**src/hdl/lcr_pkg.sv**
```systemverilog
// shared constants, types and tables for the led color ramp
`default_nettype none

package lcr_pkg;

    // field widths
    localparam int COLOR_W    = 8;
    localparam int PERIOD_W   = 16;
    localparam int SEG_W      = 14;
    localparam int FADE_W     = 8;
    localparam int CMD_W      = 2;
    localparam int CFG_IDX_W  = 3;
    localparam int CFG_DATA_W = 16;
    localparam int NUM_CH     = 3;

    // divider sizes: numerator is q * |delta|, denominator a length
    localparam int QUOT_W = SEG_W + COLOR_W;
    localparam int DEN_W  = SEG_W;

    // commands
    localparam logic [CMD_W-1:0] CMD_SUNRISE = 2'd0;
    localparam logic [CMD_W-1:0] CMD_SUNSET  = 2'd1;
    localparam logic [CMD_W-1:0] CMD_ON      = 2'd2;
    localparam logic [CMD_W-1:0] CMD_OFF     = 2'd3;

    // register indexes
    localparam logic [CFG_IDX_W-1:0] REG_MAX_RED   = 3'd0;
    localparam logic [CFG_IDX_W-1:0] REG_MAX_GREEN = 3'd1;
    localparam logic [CFG_IDX_W-1:0] REG_MAX_BLUE  = 3'd2;
    localparam logic [CFG_IDX_W-1:0] REG_SEG_LEN   = 3'd3;
    localparam logic [CFG_IDX_W-1:0] REG_TOTAL_LEN = 3'd4;
    localparam logic [CFG_IDX_W-1:0] REG_FADE_IN   = 3'd5;
    localparam logic [CFG_IDX_W-1:0] REG_FADE_OUT  = 3'd6;

    // register reset values
    localparam logic [COLOR_W-1:0]  MAX_RESET      = 8'd150;
    localparam logic [SEG_W-1:0]    SEG_RESET      = 14'd450;
    localparam logic [PERIOD_W-1:0] TOTAL_RESET    = 16'd1800;
    localparam logic [FADE_W-1:0]   FADE_IN_RESET  = 8'd20;
    localparam logic [FADE_W-1:0]   FADE_OUT_RESET = 8'd20;

    // first period of the sunset hold
    localparam int HOLD_START = 3;

    typedef logic [COLOR_W-1:0] color_t;

    typedef struct packed {
        color_t                max_red;
        color_t                max_green;
        color_t                max_blue;
        logic [SEG_W-1:0]      seg_len;
        logic [PERIOD_W-1:0]   total_len;
        logic [FADE_W-1:0]     fade_in_len;
        logic [FADE_W-1:0]     fade_out_len;
    } cfg_t;

    // sunrise knots per segment start, red / green / blue
    localparam color_t SR_KNOT [4][NUM_CH] = '{
        '{8'd0,   8'd0,  8'd0},
        '{8'd20,  8'd2,  8'd0},
        '{8'd50,  8'd20, 8'd0},
        '{8'd127, 8'd51, 8'd11}
    };

endpackage

`default_nettype wire

```
**src/hdl/led_color_ramp.sv**
```systemverilog
// top level of the led color ramp: sequencer, shared multiply and divide
//
// Input channel (in_valid / in_ready) takes one beat of command and period;
// output channel (out_valid / out_ready) returns one beat of red, green and
// blue for every input beat. Registers are written through cfg_write,
// cfg_index and cfg_data, one per cycle; the user must write them only
// while no beat is in flight, as the block itself does not enforce it. Sunrise
// steps and sunset fades run one multiply and one divide per color channel:
// a setup state, then per channel a multiply, a divider start, 22 divider
// steps, a wait for done and an accumulate, then a push state. Maxima, on,
// off, hold and black beats go from setup straight to the push. The serial
// divider is shared by the three channels. in_ready is high only while the
// sequencer is idle, from the cycle after the push, so no new beat is
// taken before the push. The finished color sits in an output register, so
// a new beat is taken while the previous result waits for out_ready; if the
// receiver stalls longer, the sequencer holds its result until the output
// register frees up. Reset clears the shown and captured colors to black,
// restores register defaults and leaves the output channel empty.
`default_nettype none

module led_color_ramp (
    input  wire logic                           clk,
    input  wire logic                           rst_n,
    input  wire logic                           cfg_write,
    input  wire logic [lcr_pkg::CFG_IDX_W-1:0]  cfg_index,
    input  wire logic [lcr_pkg::CFG_DATA_W-1:0] cfg_data,
    input  wire logic                           in_valid,
    output logic                                in_ready,
    input  wire logic [lcr_pkg::CMD_W-1:0]      command,
    input  wire logic [lcr_pkg::PERIOD_W-1:0]   period,
    output logic                                out_valid,
    input  wire logic                           out_ready,
    output logic [lcr_pkg::COLOR_W-1:0]         red,
    output logic [lcr_pkg::COLOR_W-1:0]         green,
    output logic [lcr_pkg::COLOR_W-1:0]         blue
);

    localparam int NUM_CH   = lcr_pkg::NUM_CH;
    localparam int COLOR_W  = lcr_pkg::COLOR_W;
    localparam int PERIOD_W = lcr_pkg::PERIOD_W;
    localparam int SEG_W    = lcr_pkg::SEG_W;
    localparam int FADE_W   = lcr_pkg::FADE_W;
    localparam int QUOT_W   = lcr_pkg::QUOT_W;
    localparam int ACC_W    = QUOT_W + 2;

    typedef enum logic [2:0] {
        ST_IDLE,
        ST_SETUP,
        ST_MUL,
        ST_DIV_GO,
        ST_DIV_WAIT,
        ST_ACC,
        ST_PUSH
    } state_t;

    state_t state_reg;
    state_t state_next;

    lcr_pkg::cfg_t cfg;

    // accepted beat
    logic [lcr_pkg::CMD_W-1:0] cmd_reg;
    logic [PERIOD_W-1:0]       per_reg;

    // color state
    lcr_pkg::color_t shown_reg [NUM_CH];
    lcr_pkg::color_t start_reg [NUM_CH];

    // job for the shared unit
    lcr_pkg::color_t  job_base_reg [NUM_CH];
    lcr_pkg::color_t  job_dmag_reg [NUM_CH];
    logic             job_dneg_reg [NUM_CH];
    logic [SEG_W-1:0] job_q_reg;
    logic [SEG_W-1:0] job_den_reg;
    lcr_pkg::color_t  color_reg [NUM_CH];
    logic [1:0]       ch_reg;
    logic [QUOT_W-1:0] prod_reg;

    // output register
    logic            out_valid_reg;
    lcr_pkg::color_t red_reg;
    lcr_pkg::color_t green_reg;
    lcr_pkg::color_t blue_reg;

    // setup decode
    lcr_pkg::color_t   max_c [NUM_CH];
    lcr_pkg::color_t   start_src [NUM_CH];
    logic [SEG_W-1:0]  sr_len;
    logic [PERIOD_W-1:0] sr_len1;
    logic [PERIOD_W-1:0] sr_len2;
    logic [PERIOD_W-1:0] sr_len3;
    logic [PERIOD_W-1:0] sr_len4;
    logic [PERIOD_W-1:0] sr_off;
    logic [PERIOD_W-1:0] sr_q;
    logic [1:0]          sr_seg;
    logic                sr_over;
    logic [FADE_W-1:0]   ss_fin;
    logic [FADE_W-1:0]   ss_fout;
    logic [PERIOD_W-1:0] ss_total;
    logic signed [PERIOD_W:0] ss_tmo;
    logic signed [PERIOD_W:0] ss_p;
    logic signed [PERIOD_W:0] ss_k;
    logic              su_lerp;
    lcr_pkg::color_t   su_base [NUM_CH];
    lcr_pkg::color_t   su_tgt [NUM_CH];
    lcr_pkg::color_t   su_fixed [NUM_CH];
    lcr_pkg::color_t   su_dmag [NUM_CH];
    logic              su_dneg [NUM_CH];
    logic [COLOR_W:0]  su_d9;
    logic [SEG_W-1:0]  su_q;
    logic [SEG_W-1:0]  su_den;

    // accumulate
    logic                    div_start;
    logic                    div_done;
    logic [QUOT_W-1:0]       div_quot;
    logic signed [ACC_W-1:0] acc_base;
    logic signed [ACC_W-1:0] acc_quot;
    logic signed [ACC_W-1:0] acc_sum;
    lcr_pkg::color_t         acc_clamped;

    logic push_fire;

    lcr_cfg u_cfg (
        .clk       (clk),
        .rst_n     (rst_n),
        .cfg_write (cfg_write),
        .cfg_index (cfg_index),
        .cfg_data  (cfg_data),
        .cfg       (cfg)
    );

    lcr_div #(
        .NUM_W (QUOT_W),
        .DEN_W (lcr_pkg::DEN_W)
    ) u_div (
        .clk   (clk),
        .rst_n (rst_n),
        .start (div_start),
        .num   (prod_reg),
        .den   (job_den_reg),
        .done  (div_done),
        .quot  (div_quot)
    );

    // zero lengths count as one
    always_comb
    begin
        max_c[0] = cfg.max_red;
        max_c[1] = cfg.max_green;
        max_c[2] = cfg.max_blue;
        sr_len   = (cfg.seg_len == '0) ? SEG_W'(1) : cfg.seg_len;
        ss_fin   = (cfg.fade_in_len == '0) ? FADE_W'(1) : cfg.fade_in_len;
        ss_fout  = (cfg.fade_out_len == '0) ? FADE_W'(1) : cfg.fade_out_len;
        ss_total = (cfg.total_len == '0) ? PERIOD_W'(1) : cfg.total_len;
    end

    // sunrise segment search
    always_comb
    begin
        sr_len1 = PERIOD_W'(sr_len);
        sr_len2 = PERIOD_W'({sr_len, 1'b0});
        sr_len4 = PERIOD_W'({sr_len, 2'b00});
        sr_len3 = sr_len1 + sr_len2;
        sr_over = 1'b0;
        priority if (per_reg < sr_len1)
        begin
            sr_seg = 2'd0;
            sr_off = '0;
        end
        else if (per_reg < sr_len2)
        begin
            sr_seg = 2'd1;
            sr_off = sr_len1;
        end
        else if (per_reg < sr_len3)
        begin
            sr_seg = 2'd2;
            sr_off = sr_len2;
        end
        else if (per_reg < sr_len4)
        begin
            sr_seg = 2'd3;
            sr_off = sr_len3;
        end
        else
        begin
            sr_seg  = 2'd3;
            sr_off  = sr_len3;
            sr_over = 1'b1;
        end
        sr_q = per_reg - sr_off + PERIOD_W'(1);
    end

    // sunset windows, signed since fade-out may exceed the total
    always_comb
    begin
        ss_tmo = $signed({1'b0, ss_total}) - $signed({{(PERIOD_W + 1 - FADE_W){1'b0}}, ss_fout});
        ss_p   = $signed({1'b0, per_reg});
        ss_k   = ss_p - ss_tmo + $signed((PERIOD_W + 1)'(1));
        for (int c = 0; c < NUM_CH; c++)
        begin
            start_src[c] = (per_reg == '0) ? shown_reg[c] : start_reg[c];
        end
    end

    // job setup per command
    always_comb
    begin
        su_lerp = 1'b0;
        su_q    = '0;
        su_den  = SEG_W'(1);
        for (int c = 0; c < NUM_CH; c++)
        begin
            su_base[c]  = '0;
            su_tgt[c]   = '0;
            su_fixed[c] = '0;
        end
        unique case (cmd_reg)
            lcr_pkg::CMD_SUNRISE:
            begin
                if (sr_over)
                begin
                    su_fixed = max_c;
                end
                else
                begin
                    su_lerp = 1'b1;
                    su_q    = sr_q[SEG_W-1:0];
                    su_den  = sr_len;
                    for (int c = 0; c < NUM_CH; c++)
                    begin
                        su_base[c] = lcr_pkg::SR_KNOT[sr_seg][c];
                        su_tgt[c]  = (sr_seg == 2'd3) ? max_c[c]
                                                      : lcr_pkg::SR_KNOT[sr_seg + 2'd1][c];
                    end
                end
            end
            lcr_pkg::CMD_SUNSET:
            begin
                priority if (per_reg < PERIOD_W'(ss_fin))
                begin
                    su_lerp = 1'b1;
                    su_q    = SEG_W'(per_reg[FADE_W-1:0]) + SEG_W'(1);
                    su_den  = SEG_W'(ss_fin);
                    su_base = start_src;
                    su_tgt  = max_c;
                end
                else if (per_reg >= PERIOD_W'(lcr_pkg::HOLD_START) && ss_p <= ss_tmo)
                begin
                    su_fixed = max_c;
                end
                else if (ss_p >= ss_tmo && per_reg < ss_total)
                begin
                    su_lerp = 1'b1;
                    su_q    = ss_k[SEG_W-1:0];
                    su_den  = SEG_W'(ss_fout);
                    su_base = max_c;
                end
                else
                begin
                    su_lerp = 1'b0;
                end
            end
            lcr_pkg::CMD_ON:
            begin
                su_fixed = max_c;
            end
            lcr_pkg::CMD_OFF:
            begin
                su_lerp = 1'b0;
            end
        endcase
        // split each delta into sign and magnitude
        su_d9 = '0;
        for (int c = 0; c < NUM_CH; c++)
        begin
            su_d9      = {1'b0, su_tgt[c]} - {1'b0, su_base[c]};
            su_dneg[c] = su_d9[COLOR_W];
            su_dmag[c] = su_d9[COLOR_W] ? COLOR_W'(-su_d9) : su_d9[COLOR_W-1:0];
        end
    end

    // base plus or minus quotient, clamped to a color level
    always_comb
    begin
        acc_base = $signed({{(ACC_W - COLOR_W){1'b0}}, job_base_reg[ch_reg]});
        acc_quot = $signed({2'b00, div_quot});
        acc_sum  = job_dneg_reg[ch_reg] ? (acc_base - acc_quot) : (acc_base + acc_quot);
        priority if (acc_sum < 0)
        begin
            acc_clamped = '0;
        end
        else if (acc_sum > $signed(ACC_W'(255)))
        begin
            acc_clamped = '1;
        end
        else
        begin
            acc_clamped = acc_sum[COLOR_W-1:0];
        end
    end

    assign div_start = (state_reg == ST_DIV_GO);
    assign push_fire = (state_reg == ST_PUSH) && (!out_valid_reg || out_ready);

    // sequencer next state
    always_comb
    begin
        state_next = state_reg;
        unique case (state_reg)
            ST_IDLE:
                if (in_valid)
                begin
                    state_next = ST_SETUP;
                end
            ST_SETUP:
                state_next = su_lerp ? ST_MUL : ST_PUSH;
            ST_MUL:
                state_next = ST_DIV_GO;
            ST_DIV_GO:
                state_next = ST_DIV_WAIT;
            ST_DIV_WAIT:
                if (div_done)
                begin
                    state_next = ST_ACC;
                end
            ST_ACC:
                state_next = (ch_reg == 2'(NUM_CH - 1)) ? ST_PUSH : ST_MUL;
            ST_PUSH:
                if (push_fire)
                begin
                    state_next = ST_IDLE;
                end
        endcase
    end

    // state, color state and output register
    always_ff @(posedge clk or negedge rst_n)
    begin
        if (!rst_n)
        begin
            state_reg     <= ST_IDLE;
            out_valid_reg <= 1'b0;
            red_reg       <= '0;
            green_reg     <= '0;
            blue_reg      <= '0;
            for (int c = 0; c < NUM_CH; c++)
            begin
                shown_reg[c] <= '0;
                start_reg[c] <= '0;
            end
        end
        else
        begin
            state_reg <= state_next;
            if (state_reg == ST_SETUP && cmd_reg == lcr_pkg::CMD_SUNSET && per_reg == '0)
            begin
                start_reg <= shown_reg;
            end
            if (push_fire)
            begin
                out_valid_reg <= 1'b1;
                red_reg       <= color_reg[0];
                green_reg     <= color_reg[1];
                blue_reg      <= color_reg[2];
                shown_reg     <= color_reg;
            end
            else if (out_ready)
            begin
                out_valid_reg <= 1'b0;
            end
        end
    end

    // datapath registers
    always_ff @(posedge clk)
    begin
        unique case (state_reg)
            ST_IDLE:
                if (in_valid)
                begin
                    cmd_reg <= command;
                    per_reg <= period;
                end
            ST_SETUP:
            begin
                job_base_reg <= su_base;
                job_dmag_reg <= su_dmag;
                job_dneg_reg <= su_dneg;
                job_q_reg    <= su_q;
                job_den_reg  <= su_den;
                color_reg    <= su_fixed;
                ch_reg       <= '0;
            end
            ST_MUL:
                prod_reg <= QUOT_W'(job_q_reg) * QUOT_W'(job_dmag_reg[ch_reg]);
            ST_ACC:
            begin
                color_reg[ch_reg] <= acc_clamped;
                ch_reg            <= ch_reg + 2'd1;
            end
            ST_DIV_GO, ST_DIV_WAIT, ST_PUSH:
            begin
            end
        endcase
    end

    assign in_ready  = (state_reg == ST_IDLE);
    assign out_valid = out_valid_reg;
    assign red       = red_reg;
    assign green     = green_reg;
    assign blue      = blue_reg;

endmodule

`default_nettype wire

```
**src/hdl/lcr_cfg.sv**
```systemverilog
// configuration register file of the led color ramp
`default_nettype none

module lcr_cfg (
    input  wire logic                           clk,
    input  wire logic                           rst_n,
    input  wire logic                           cfg_write,
    input  wire logic [lcr_pkg::CFG_IDX_W-1:0]  cfg_index,
    input  wire logic [lcr_pkg::CFG_DATA_W-1:0] cfg_data,
    output lcr_pkg::cfg_t                       cfg
);

    lcr_pkg::cfg_t cfg_reg;

    // register writes, unknown indexes ignored
    always_ff @(posedge clk or negedge rst_n)
    begin
        if (!rst_n)
        begin
            cfg_reg.max_red      <= lcr_pkg::MAX_RESET;
            cfg_reg.max_green    <= lcr_pkg::MAX_RESET;
            cfg_reg.max_blue     <= lcr_pkg::MAX_RESET;
            cfg_reg.seg_len      <= lcr_pkg::SEG_RESET;
            cfg_reg.total_len    <= lcr_pkg::TOTAL_RESET;
            cfg_reg.fade_in_len  <= lcr_pkg::FADE_IN_RESET;
            cfg_reg.fade_out_len <= lcr_pkg::FADE_OUT_RESET;
        end
        else if (cfg_write)
        begin
            unique case (cfg_index)
                lcr_pkg::REG_MAX_RED:
                    cfg_reg.max_red <= cfg_data[lcr_pkg::COLOR_W-1:0];
                lcr_pkg::REG_MAX_GREEN:
                    cfg_reg.max_green <= cfg_data[lcr_pkg::COLOR_W-1:0];
                lcr_pkg::REG_MAX_BLUE:
                    cfg_reg.max_blue <= cfg_data[lcr_pkg::COLOR_W-1:0];
                lcr_pkg::REG_SEG_LEN:
                    cfg_reg.seg_len <= cfg_data[lcr_pkg::SEG_W-1:0];
                lcr_pkg::REG_TOTAL_LEN:
                    cfg_reg.total_len <= cfg_data[lcr_pkg::PERIOD_W-1:0];
                lcr_pkg::REG_FADE_IN:
                    cfg_reg.fade_in_len <= cfg_data[lcr_pkg::FADE_W-1:0];
                lcr_pkg::REG_FADE_OUT:
                    cfg_reg.fade_out_len <= cfg_data[lcr_pkg::FADE_W-1:0];
                default:
                begin
                end
            endcase
        end
    end

    assign cfg = cfg_reg;

endmodule

`default_nettype wire

```
**src/hdl/lcr_div.sv**
```systemverilog
// restoring serial divider, one quotient bit per cycle
`default_nettype none

module lcr_div #(
    parameter int NUM_W = lcr_pkg::QUOT_W,
    parameter int DEN_W = lcr_pkg::DEN_W
) (
    input  wire logic             clk,
    input  wire logic             rst_n,
    input  wire logic             start,
    input  wire logic [NUM_W-1:0] num,
    input  wire logic [DEN_W-1:0] den,
    output logic                  done,
    output logic [NUM_W-1:0]      quot
);

    localparam int CNT_W = (NUM_W > 1) ? $clog2(NUM_W) : 1;

    logic [NUM_W-1:0] work_reg;
    logic [DEN_W-1:0] rem_reg;
    logic [DEN_W-1:0] den_reg;
    logic [CNT_W-1:0] cnt_reg;
    logic             busy_reg;
    logic             done_reg;

    logic [DEN_W:0]   trial;
    logic [DEN_W:0]   diff;
    logic             fits;

    // trial subtract of the shifted remainder
    assign trial = {rem_reg, work_reg[NUM_W-1]};
    assign diff  = trial - {1'b0, den_reg};
    assign fits  = (trial >= {1'b0, den_reg});

    // step control
    always_ff @(posedge clk or negedge rst_n)
    begin
        if (!rst_n)
        begin
            busy_reg <= 1'b0;
            done_reg <= 1'b0;
            cnt_reg  <= '0;
        end
        else
        begin
            done_reg <= 1'b0;
            if (start)
            begin
                busy_reg <= 1'b1;
                cnt_reg  <= '0;
            end
            else if (busy_reg)
            begin
                cnt_reg <= cnt_reg + 1'b1;
                if (cnt_reg == CNT_W'(NUM_W - 1))
                begin
                    busy_reg <= 1'b0;
                    done_reg <= 1'b1;
                end
            end
        end
    end

    // remainder and quotient shift
    always_ff @(posedge clk)
    begin
        if (start)
        begin
            work_reg <= num;
            rem_reg  <= '0;
            den_reg  <= den;
        end
        else if (busy_reg)
        begin
            rem_reg  <= fits ? diff[DEN_W-1:0] : trial[DEN_W-1:0];
            work_reg <= {work_reg[NUM_W-2:0], fits};
        end
    end

    assign done = done_reg;
    assign quot = work_reg;

endmodule

`default_nettype wire

```
**config.mk**
```make
export PLATFORM = sky130hd
export DESIGN_NAME = led_color_ramp
export DESIGN_NICKNAME = d
export VERILOG_FILES = /design/src/hdl/lcr_pkg.sv /design/src/hdl/led_color_ramp.sv /design/src/hdl/lcr_cfg.sv /design/src/hdl/lcr_div.sv
export SDC_FILE = /design/constraint.sdc
export NUM_CORES = 1
export LEC_CHECK = 0
export ABC_AREA = 1
export BUFFER_PORTS_ARGS = -buffer_cell sky130_fd_sc_hd__buf_2
export CAP_MARGIN = 25
export CORE_MARGIN = 10
export CORE_UTILIZATION = 60
export CTS_CLUSTER_SIZE = 20
export DETAILED_ROUTE_END_ITERATION = 6
export PLACE_DENSITY = 0.74
export SYNTH_ARGS = -nofsm -noshare
export SYNTH_HDL_FRONTEND = slang
export SYNTH_HIERARCHICAL = 1
export SYNTH_SLANG_ARGS = --single-unit
```
**constraint.sdc**
```tcl
create_clock -name clk -period 14.19 [get_ports clk]
set_input_delay 0 -clock clk [delete_from_list [all_inputs] [get_ports clk]]
set_output_delay 0 -clock clk [all_outputs]
set_load 0.01 [all_outputs]
```
==> key figures, run 1 <==
Synth
  – Mapped Cells: between 3,000 and 4,000
  – Ys async rst share: 0.398
  – Average cell area after synthesis: 7.83 um^2
  – Post-synth top flop: edfxtp_1
  – Synthesized flop and latch total: between 300 and 400
  – Post-Syn Area: 0.0275 mm^2
  – Post-synth EDFFs: about 180
  – Yosys cell types: between 70 and 80
  – Synth Net Count: approximately 3,900
  – Synth warn: 6
  – Seq/Total Area, Yosys: 0.327

Global routing
  – Grt met1 use: 0.391
  – GR Util All Layers: 0.281
  – Grt total ovfl: 0
  – Vias in the first global route: around 23,000
  – Initial antenna violation count: 0
  – Met2 Resource Use GR: 0.446
  – Maximum number of pins on one net before global-route repair: 75
  – Busiest grt layer: met2
  – First-pass GRT wire length: ~120,000 um
  – GRT met3 Usage: 0.0399

Power
  – Pleak: ~15 nW
  – Worst vdd ir: around 0.12 mV
  – PwrDens: about 110 mW/mm^2

STA
  – Final worst slack: between 6 and 7 ns
  – Fin crit period: 8.06 ns
  – Final hold violations: 0
  – Final Cycle Share: 0.568
  – Least-Margin Pin Slew: about 1.0 ns
  – Setup TNS: 0 ns
  – Slew margin rel.: 0.311
  – # setup viols final: 0
  – Fmax: roughly 120 MHz
  – Slew Viols, Final: 0
  – Fin Clk Skew: about 0.026 ns
  – RSZ-0062 raised after global routing: false

Setup path
  – CP endpoint kind: flip-flop
  – Worst setup path category: reg2reg
  – CP delay by family, top: compound AO/OA/AOI/OAI gates
  – CP most frequent cell: nand2_1
  – R2R cell count: between 40 and 50
  – Critical path peak fanout: 18
  – Critical Path Stages: 45
  – Critical path startpoint category: flip-flop
  – CP peak stage delay: about 0.5 ns
  – Slowest-stage cell, CP: a21oi_1
  – Arr. time, crit path: 8.38 ns
  – Critical Path RT: approximately 15 ns
  – Worst path bufs/invs: 3

Clocking
  – Setup Buffers After CTS: 0
  – Worst-Skew Late Latency: 0.58 ns
  – CTS Buf Count: 37
  – CTS sink cnt: 324
  – Clock buffer depth: 3
  – CTS tree: yes
  – CTS clk-pin slew, worst paths: around 0.060 ns
  – Clk root buf: clkbuf_16
  – CTS H-tree lvls: 2

Die
  – Die Ht: roughly 230 um
  – Core ar.: ~0.045 mm^2
  – Die Wd: 234 um
  – Top Ports: 68
  – FP Rows: just under 80
  – Initial Util: 0.606
  – Die area: around 0.055 mm^2

Placed design
  – Dpl hpwl: just under 60,000 um
  – Placer Congestion: 0.967
  – Placement Setup Slack: ~6.3 ns
  – Buffers on Ports: 67

Routing
  – Drt pass-1 iters: 6
  – DRC violations left: 0
  – Final wirelength: between 70,000 and 80,000 um
  – Drt wl/cell: approximately 18 um
  – Antenna Nets Post-Route: 0
  – Avg Vias per Cell: around 5.7
  – DRT iter0 DRCs: between 2,000 and 2,500
  – Vias: between 20,000 and 25,000

Run
  – Maxcap violations: 0

Layout
  – Nets@finish: 3,983
  – Area Growth Syn to Fin: 9.13%
  – Register Area: 0.00897 mm^2
  – Commonest non-fill, non-tap cell in the layout: nand2_1
  – Layout cells sized above 1: 0.0844
  – Area of the multi-input gates: about 0.016 mm^2
  – Antenna cell count: 0
  – Max reg flops: 70
  – Filler cells: slightly below 4,000
  – Most frequent cells in the layout: nand2_1, inv_1, ha_1

Hold path
  – Hold Path Stages: 2
  – Hold Path Class: in2reg

Status
  – Outcome: finished clean
routing by layer:
metal | wire length, um | part of all wire | vias to the layer above
li1 | - | - | 11600
met2 | 35000 | 0.46 | 963
met4 | 2260 | 0.029 | 0
met5 | 0 | 0 | -
met3 | 5660 | 0.074 | 143
met1 | 34000 | 0.44 | 11400
cell usage after synthesis (all sizes together) (2+ instances only):
cell type	n	area, um^2
a211oi	9	67.6
a21oi	176	918
fa	87	1740
nor3	50	340
o21bai	13	101
dfstp	24	631
xnor2	34	298
nand4	83	597
o211ai	4	30.0
nand3	202	1060
o31ai	3	27.5
clkinv	2	7.51
a22oi	9	67.6
nand3b	2	15.0
nor2	286	1220
and2	3	18.8
inv	532	2000
buf	42	289
mux2i	2	20.0
nand2	930	3610
or2	9	56.3
o21ai	233	1180
a31oi	7	43.8
dfrtp	105	2630
edfxtp	181	5440
a21o	8	60.1
clkbuf	50	188
nor4	10	62.6
xor2	86	753
o22ai	14	93.8
o221ai	4	35.0
ha	268	3350
a21boi	12	90.1
o21a	4	30.0
dfxtp	14	280
where the power goes:
group	switching, mW	total, mW	internal (mW)
Clock	0.405	0.970	0.564
Combinational	0.787	1.24	0.457
Sequential	0.0533	1.12	1.07
through the flow:
| step | hold slack (ns) | std cells | utilization | instance area (um^2) | power [mW] |
|---|---|---|---|---|---|
| after floorplan | -0.296 | 3508 | - | 27500 | 2.04 |
| after global routing | 0.139 | 4212 | 0.662 | 30000 | 3.55 |
| after CTS | 0.104 | 4212 | 0.662 | 30000 | 3.32 |
| after detailed placement | -0.0119 | 4096 | 0.623 | 28200 | 2.33 |
| final | 0.132 | 4212 | 0.662 | 30000 | 3.33 |
| after global placement | -0.0172 | 4094 | 0.622 | 28200 | 2.28 |
cells by family (layout without fill, tap and decap cells):
group / Yosys count / count (layout) / synth area share
simple gates: 1578 / 1578 / 0.255
mux: 2 / 2 / 0.000729
fa+ha+maj: 355 / 355 / 0.186
buf+inv: 626 / 730 / 0.0906
flops: 324 / 324 / 0.327
compound gates: 503 / 503 / 0.103
xor+xnor: 120 / 120 / 0.0383
timing repair:
action                                  CTS  global route
hold buffers                             51             0
hold endpoints to repair                147             0
endpoints found under the setup margin    0             0
gates resized for setup                   0             0
layout make-up:
type	instances	area share
inverters	534	0.0672
multi-input cells	2558	0.534
clock inverters	14	0.00480
clock buffers	51	0.0365
repair buffers	131	0.0326
well taps	600	0.0251
flip-flops and latches	324	0.300
worst reg2reg max path, delay by kind of cell (launching register included):
family	cells	cell delay (ns)
AOI/OAI and AO/OA	13	2.56
xor gates and xnor gates	2	0.35
adders and majority gates	5	1.54
buffers and inverters	3	0.54
DFF	1	0.44
and+or+nand+nor	22	2.39
path summary, 6_finish.rpt:
path / startpoint / end / slack (ns)
hold / removal: period[5] / per_reg[5]$_DFFE_PP_ / 0.13
max in group asynchronous: rst_n / u_cfg/cfg[43]$_DFFE_PN0P_ / 12.32
setup / recovery: u_cfg/cfg[44]$_DFFE_PN0P_ / job_dmag_reg[21]$_DFFE_PP_ / 6.13
hold reg to reg: job_den_reg[4]$_SDFFCE_PP0P_ / u_div/den_reg[4]$_DFFE_PP_ / 0.41
min in group asynchronous: rst_n / start_reg[3]$_DFFE_PN0P_ / 0.53
setup reg to reg: u_cfg/cfg[44]$_DFFE_PN0P_ / job_dmag_reg[21]$_DFFE_PP_ / 6.13
No activity file was read; power rests on OpenSTA's default activity.
==> inputs of run 2 (changes only) <==
CORE_UTILIZATION = 59   (was 60)
PLACE_DENSITY = 0.76   (was 0.74)
clock period = 6.8 ns   (was 14.19 ns; I/O delays follow)
==> run 2 against run 1 <==
Register-to-register slack worse by 6.1 ns; largest power group unchanged; power is 130% higher; combinational power is 150% higher.
==> key figures, run 2 (synthesis results as in run 1) <==
Status
  – Outcome: finished clean

Routing
  – Final wirelength: between 70,000 and 80,000 um
  – Avg Vias per Cell: 5.77
  – DRC violations left: 0
  – DRT iter0 DRCs: about 2,400
  – Drt wl/cell: 18.5 um
  – Drt pass-1 iters: 6
  – Antenna Nets Post-Route: 0
  – Vias: about 25,000

Setup path
  – FF-to-FF Start: u_cfg/cfg[38]$_DFFE_PN1P_
  – Critical path startpoint category: flip-flop
  – Worst path bufs/invs: 5
  – Critical path peak fanout: 8
  – CP endpoint kind: flip-flop
  – R2R cell count: 46
  – Critical Path End: job_dmag_reg[6]$_DFFE_PP_
  – CP most frequent cell: nand2_1
  – CP delay by family, top: simple AND/OR/NAND/NOR gates
  – Slowest-stage cell, CP: dfstp_2
  – Worst setup path category: reg2reg
  – Critical Path Stages: 46
  – Critical Path RT: 7.12 ns
  – Reg2reg setup slack: around 0.019 ns
  – Worst r2r dst: job_dmag_reg[6]$_DFFE_PP_
  – Arr. time, crit path: around 7.1 ns
  – Critical path startpoint: u_cfg/cfg[38]$_DFFE_PN1P_
  – CP peak stage delay: roughly 0.56 ns

STA
  – # setup viols final: 0
  – Final worst slack: around 0.02 ns
  – Final Cycle Share: 0.997
  – RSZ-0062 raised after global routing: true
  – Slew Viols, Final: 0
  – Fmax: between 100 and 150 MHz
  – Slew margin rel.: 0.364
  – Fin Clk Skew: between 0.03 and 0.04 ns
  – Final hold violations: 0
  – Fin crit period: 6.78 ns
  – Setup TNS: 0 ns
  – Least-Margin Pin Slew: 0.954 ns

Clocking
  – Clk root buf: clkbuf_16
  – Clock buffer depth: 3
  – CTS clk-pin slew, worst paths: about 0.060 ns
  – Worst-Skew Late Latency: around 0.58 ns
  – CTS tree: yes
  – CTS sink cnt: 324
  – CTS H-tree lvls: 2
  – CTS Buf Count: 37

Die
  – Die area: 0.0556 mm^2
  – Die Ht: 236 um
  – Core ar.: between 0.04 and 0.05 mm^2
  – Initial Util: 0.601
  – Die Wd: ~240 um
  – Top Ports: 68
  – FP Rows: 78

Layout
  – Commonest non-fill, non-tap cell in the layout: nand2_1
  – Antenna cell count: 0
  – Nets@finish: between 4,000 and 5,000
  – Most frequent cells in the layout: nand2_1, inv_1, ha_1
  – Filler cells: between 3,000 and 4,000
  – Max reg flops: 70
  – Layout cells sized above 1: 0.136
  – Final Util: 0.687
  – Area Growth Syn to Fin: 14.3%

Placed design
  – Placer Congestion: roughly 0.97
  – Dpl hpwl: slightly below 60,000 um
  – Placement Setup Slack: -0.163 ns
  – Buffers on Ports: 67

Global routing
  – Initial antenna violation count: 1
  – Maximum number of pins on one net before global-route repair: 78
  – GR Util All Layers: 0.271
  – First-pass GRT wire length: ~120,000 um
  – Vias in the first global route: approximately 24,000
  – Grt total ovfl: 0

Run
  – Maxcap violations: 0

Hold path
  – Hold Path Stages: 2
  – Hold Path Class: in2reg

Power
  – PwrDens: 240 mW/mm^2
  – Tot Pwr: between 7 and 8 mW
  – Pleak: roughly 15 nW
  – Worst vdd ir: 0.250 mV
[run 2: per-layer routing]
metal,track usage,wire (um),part of all wire,vias to the layer above
met2,0.443,37300,0.47,1062
met4,0.0850,2280,0.029,2
met3,0.0372,6230,0.078,167
li1,-,-,-,11800
met5,0,13,0.00016,-
met1,0.366,33900,0.43,11800
[run 2: report_power, final]
group	leakage [nW]	switching [mW]	total [mW]	internal (mW)
Sequential	3.33	0.105	2.33	2.22
Clock	0.630	0.867	2.14	1.27
Combinational	11.4	1.83	3.08	1.24
[run 2: worst reg2reg max path, delay by kind of cell (launching register included)]
family	cells	cell delay, ns
buffers and inverters	5	0.50
adders and majority gates	5	1.14
DFF	1	0.56
AOI/OAI and AO/OA	11	1.56
xor gates and xnor gates	3	0.58
and+or+nand+nor	22	2.17
[run 2: cell type report]
type | instances | area [um^2] | share of cell area
Inverter | 534 | 2020 | 0.0645
Timing Repair Buffer | 224 | 1720 | 0.0549
Timing Repair inverter | 1 | 5.00 | 0.000160
Sequential cell | 324 | 8970 | 0.286
Clock buffer | 45 | 1020 | 0.0325
Clock inverter | 22 | 270 | 0.00862
Tap cell | 600 | 751 | 0.0239
Multi-Input combinational cell | 2559 | 16600 | 0.529
[run 2: worst min path at each step]
stage                     from  slack [ns]                      endpoint
floorplan                rst_n       -0.30           blue[0]$_DFFE_PN0P_
finish               period[9]        0.14          per_reg[9]$_DFFE_PP_
global placement         rst_n       -0.04  u_div/cnt_reg[3]$_DFFE_PN0P_
CTS                 command[1]        0.11          cmd_reg[1]$_DFFE_PP_
global route         period[1]        0.14          per_reg[1]$_DFFE_PP_
detailed placement       rst_n       -0.02  u_div/cnt_reg[3]$_DFFE_PN0P_
[run 2: metrics by stage]
stage / area [um^2] / hold slack [ns] / instances
finish: 31400 / 0.138 / 4309
global route: 31400 / 0.145 / 4309
CTS: 30400 / 0.110 / 4260
detailed placement: 28500 / -0.0237 / 4141
global placement: 28500 / -0.0361 / 4141
floorplan: 27500 / -0.296 / 3508
[run 2: repair_timing]
action,CTS,global route
pin swaps,0,80
endpoints found under the hold margin,144,0
resized for setup,9,154
hold buffers,52,0
setup endpoints to repair,22,33
buffers inserted,0,43
cloned,0,5
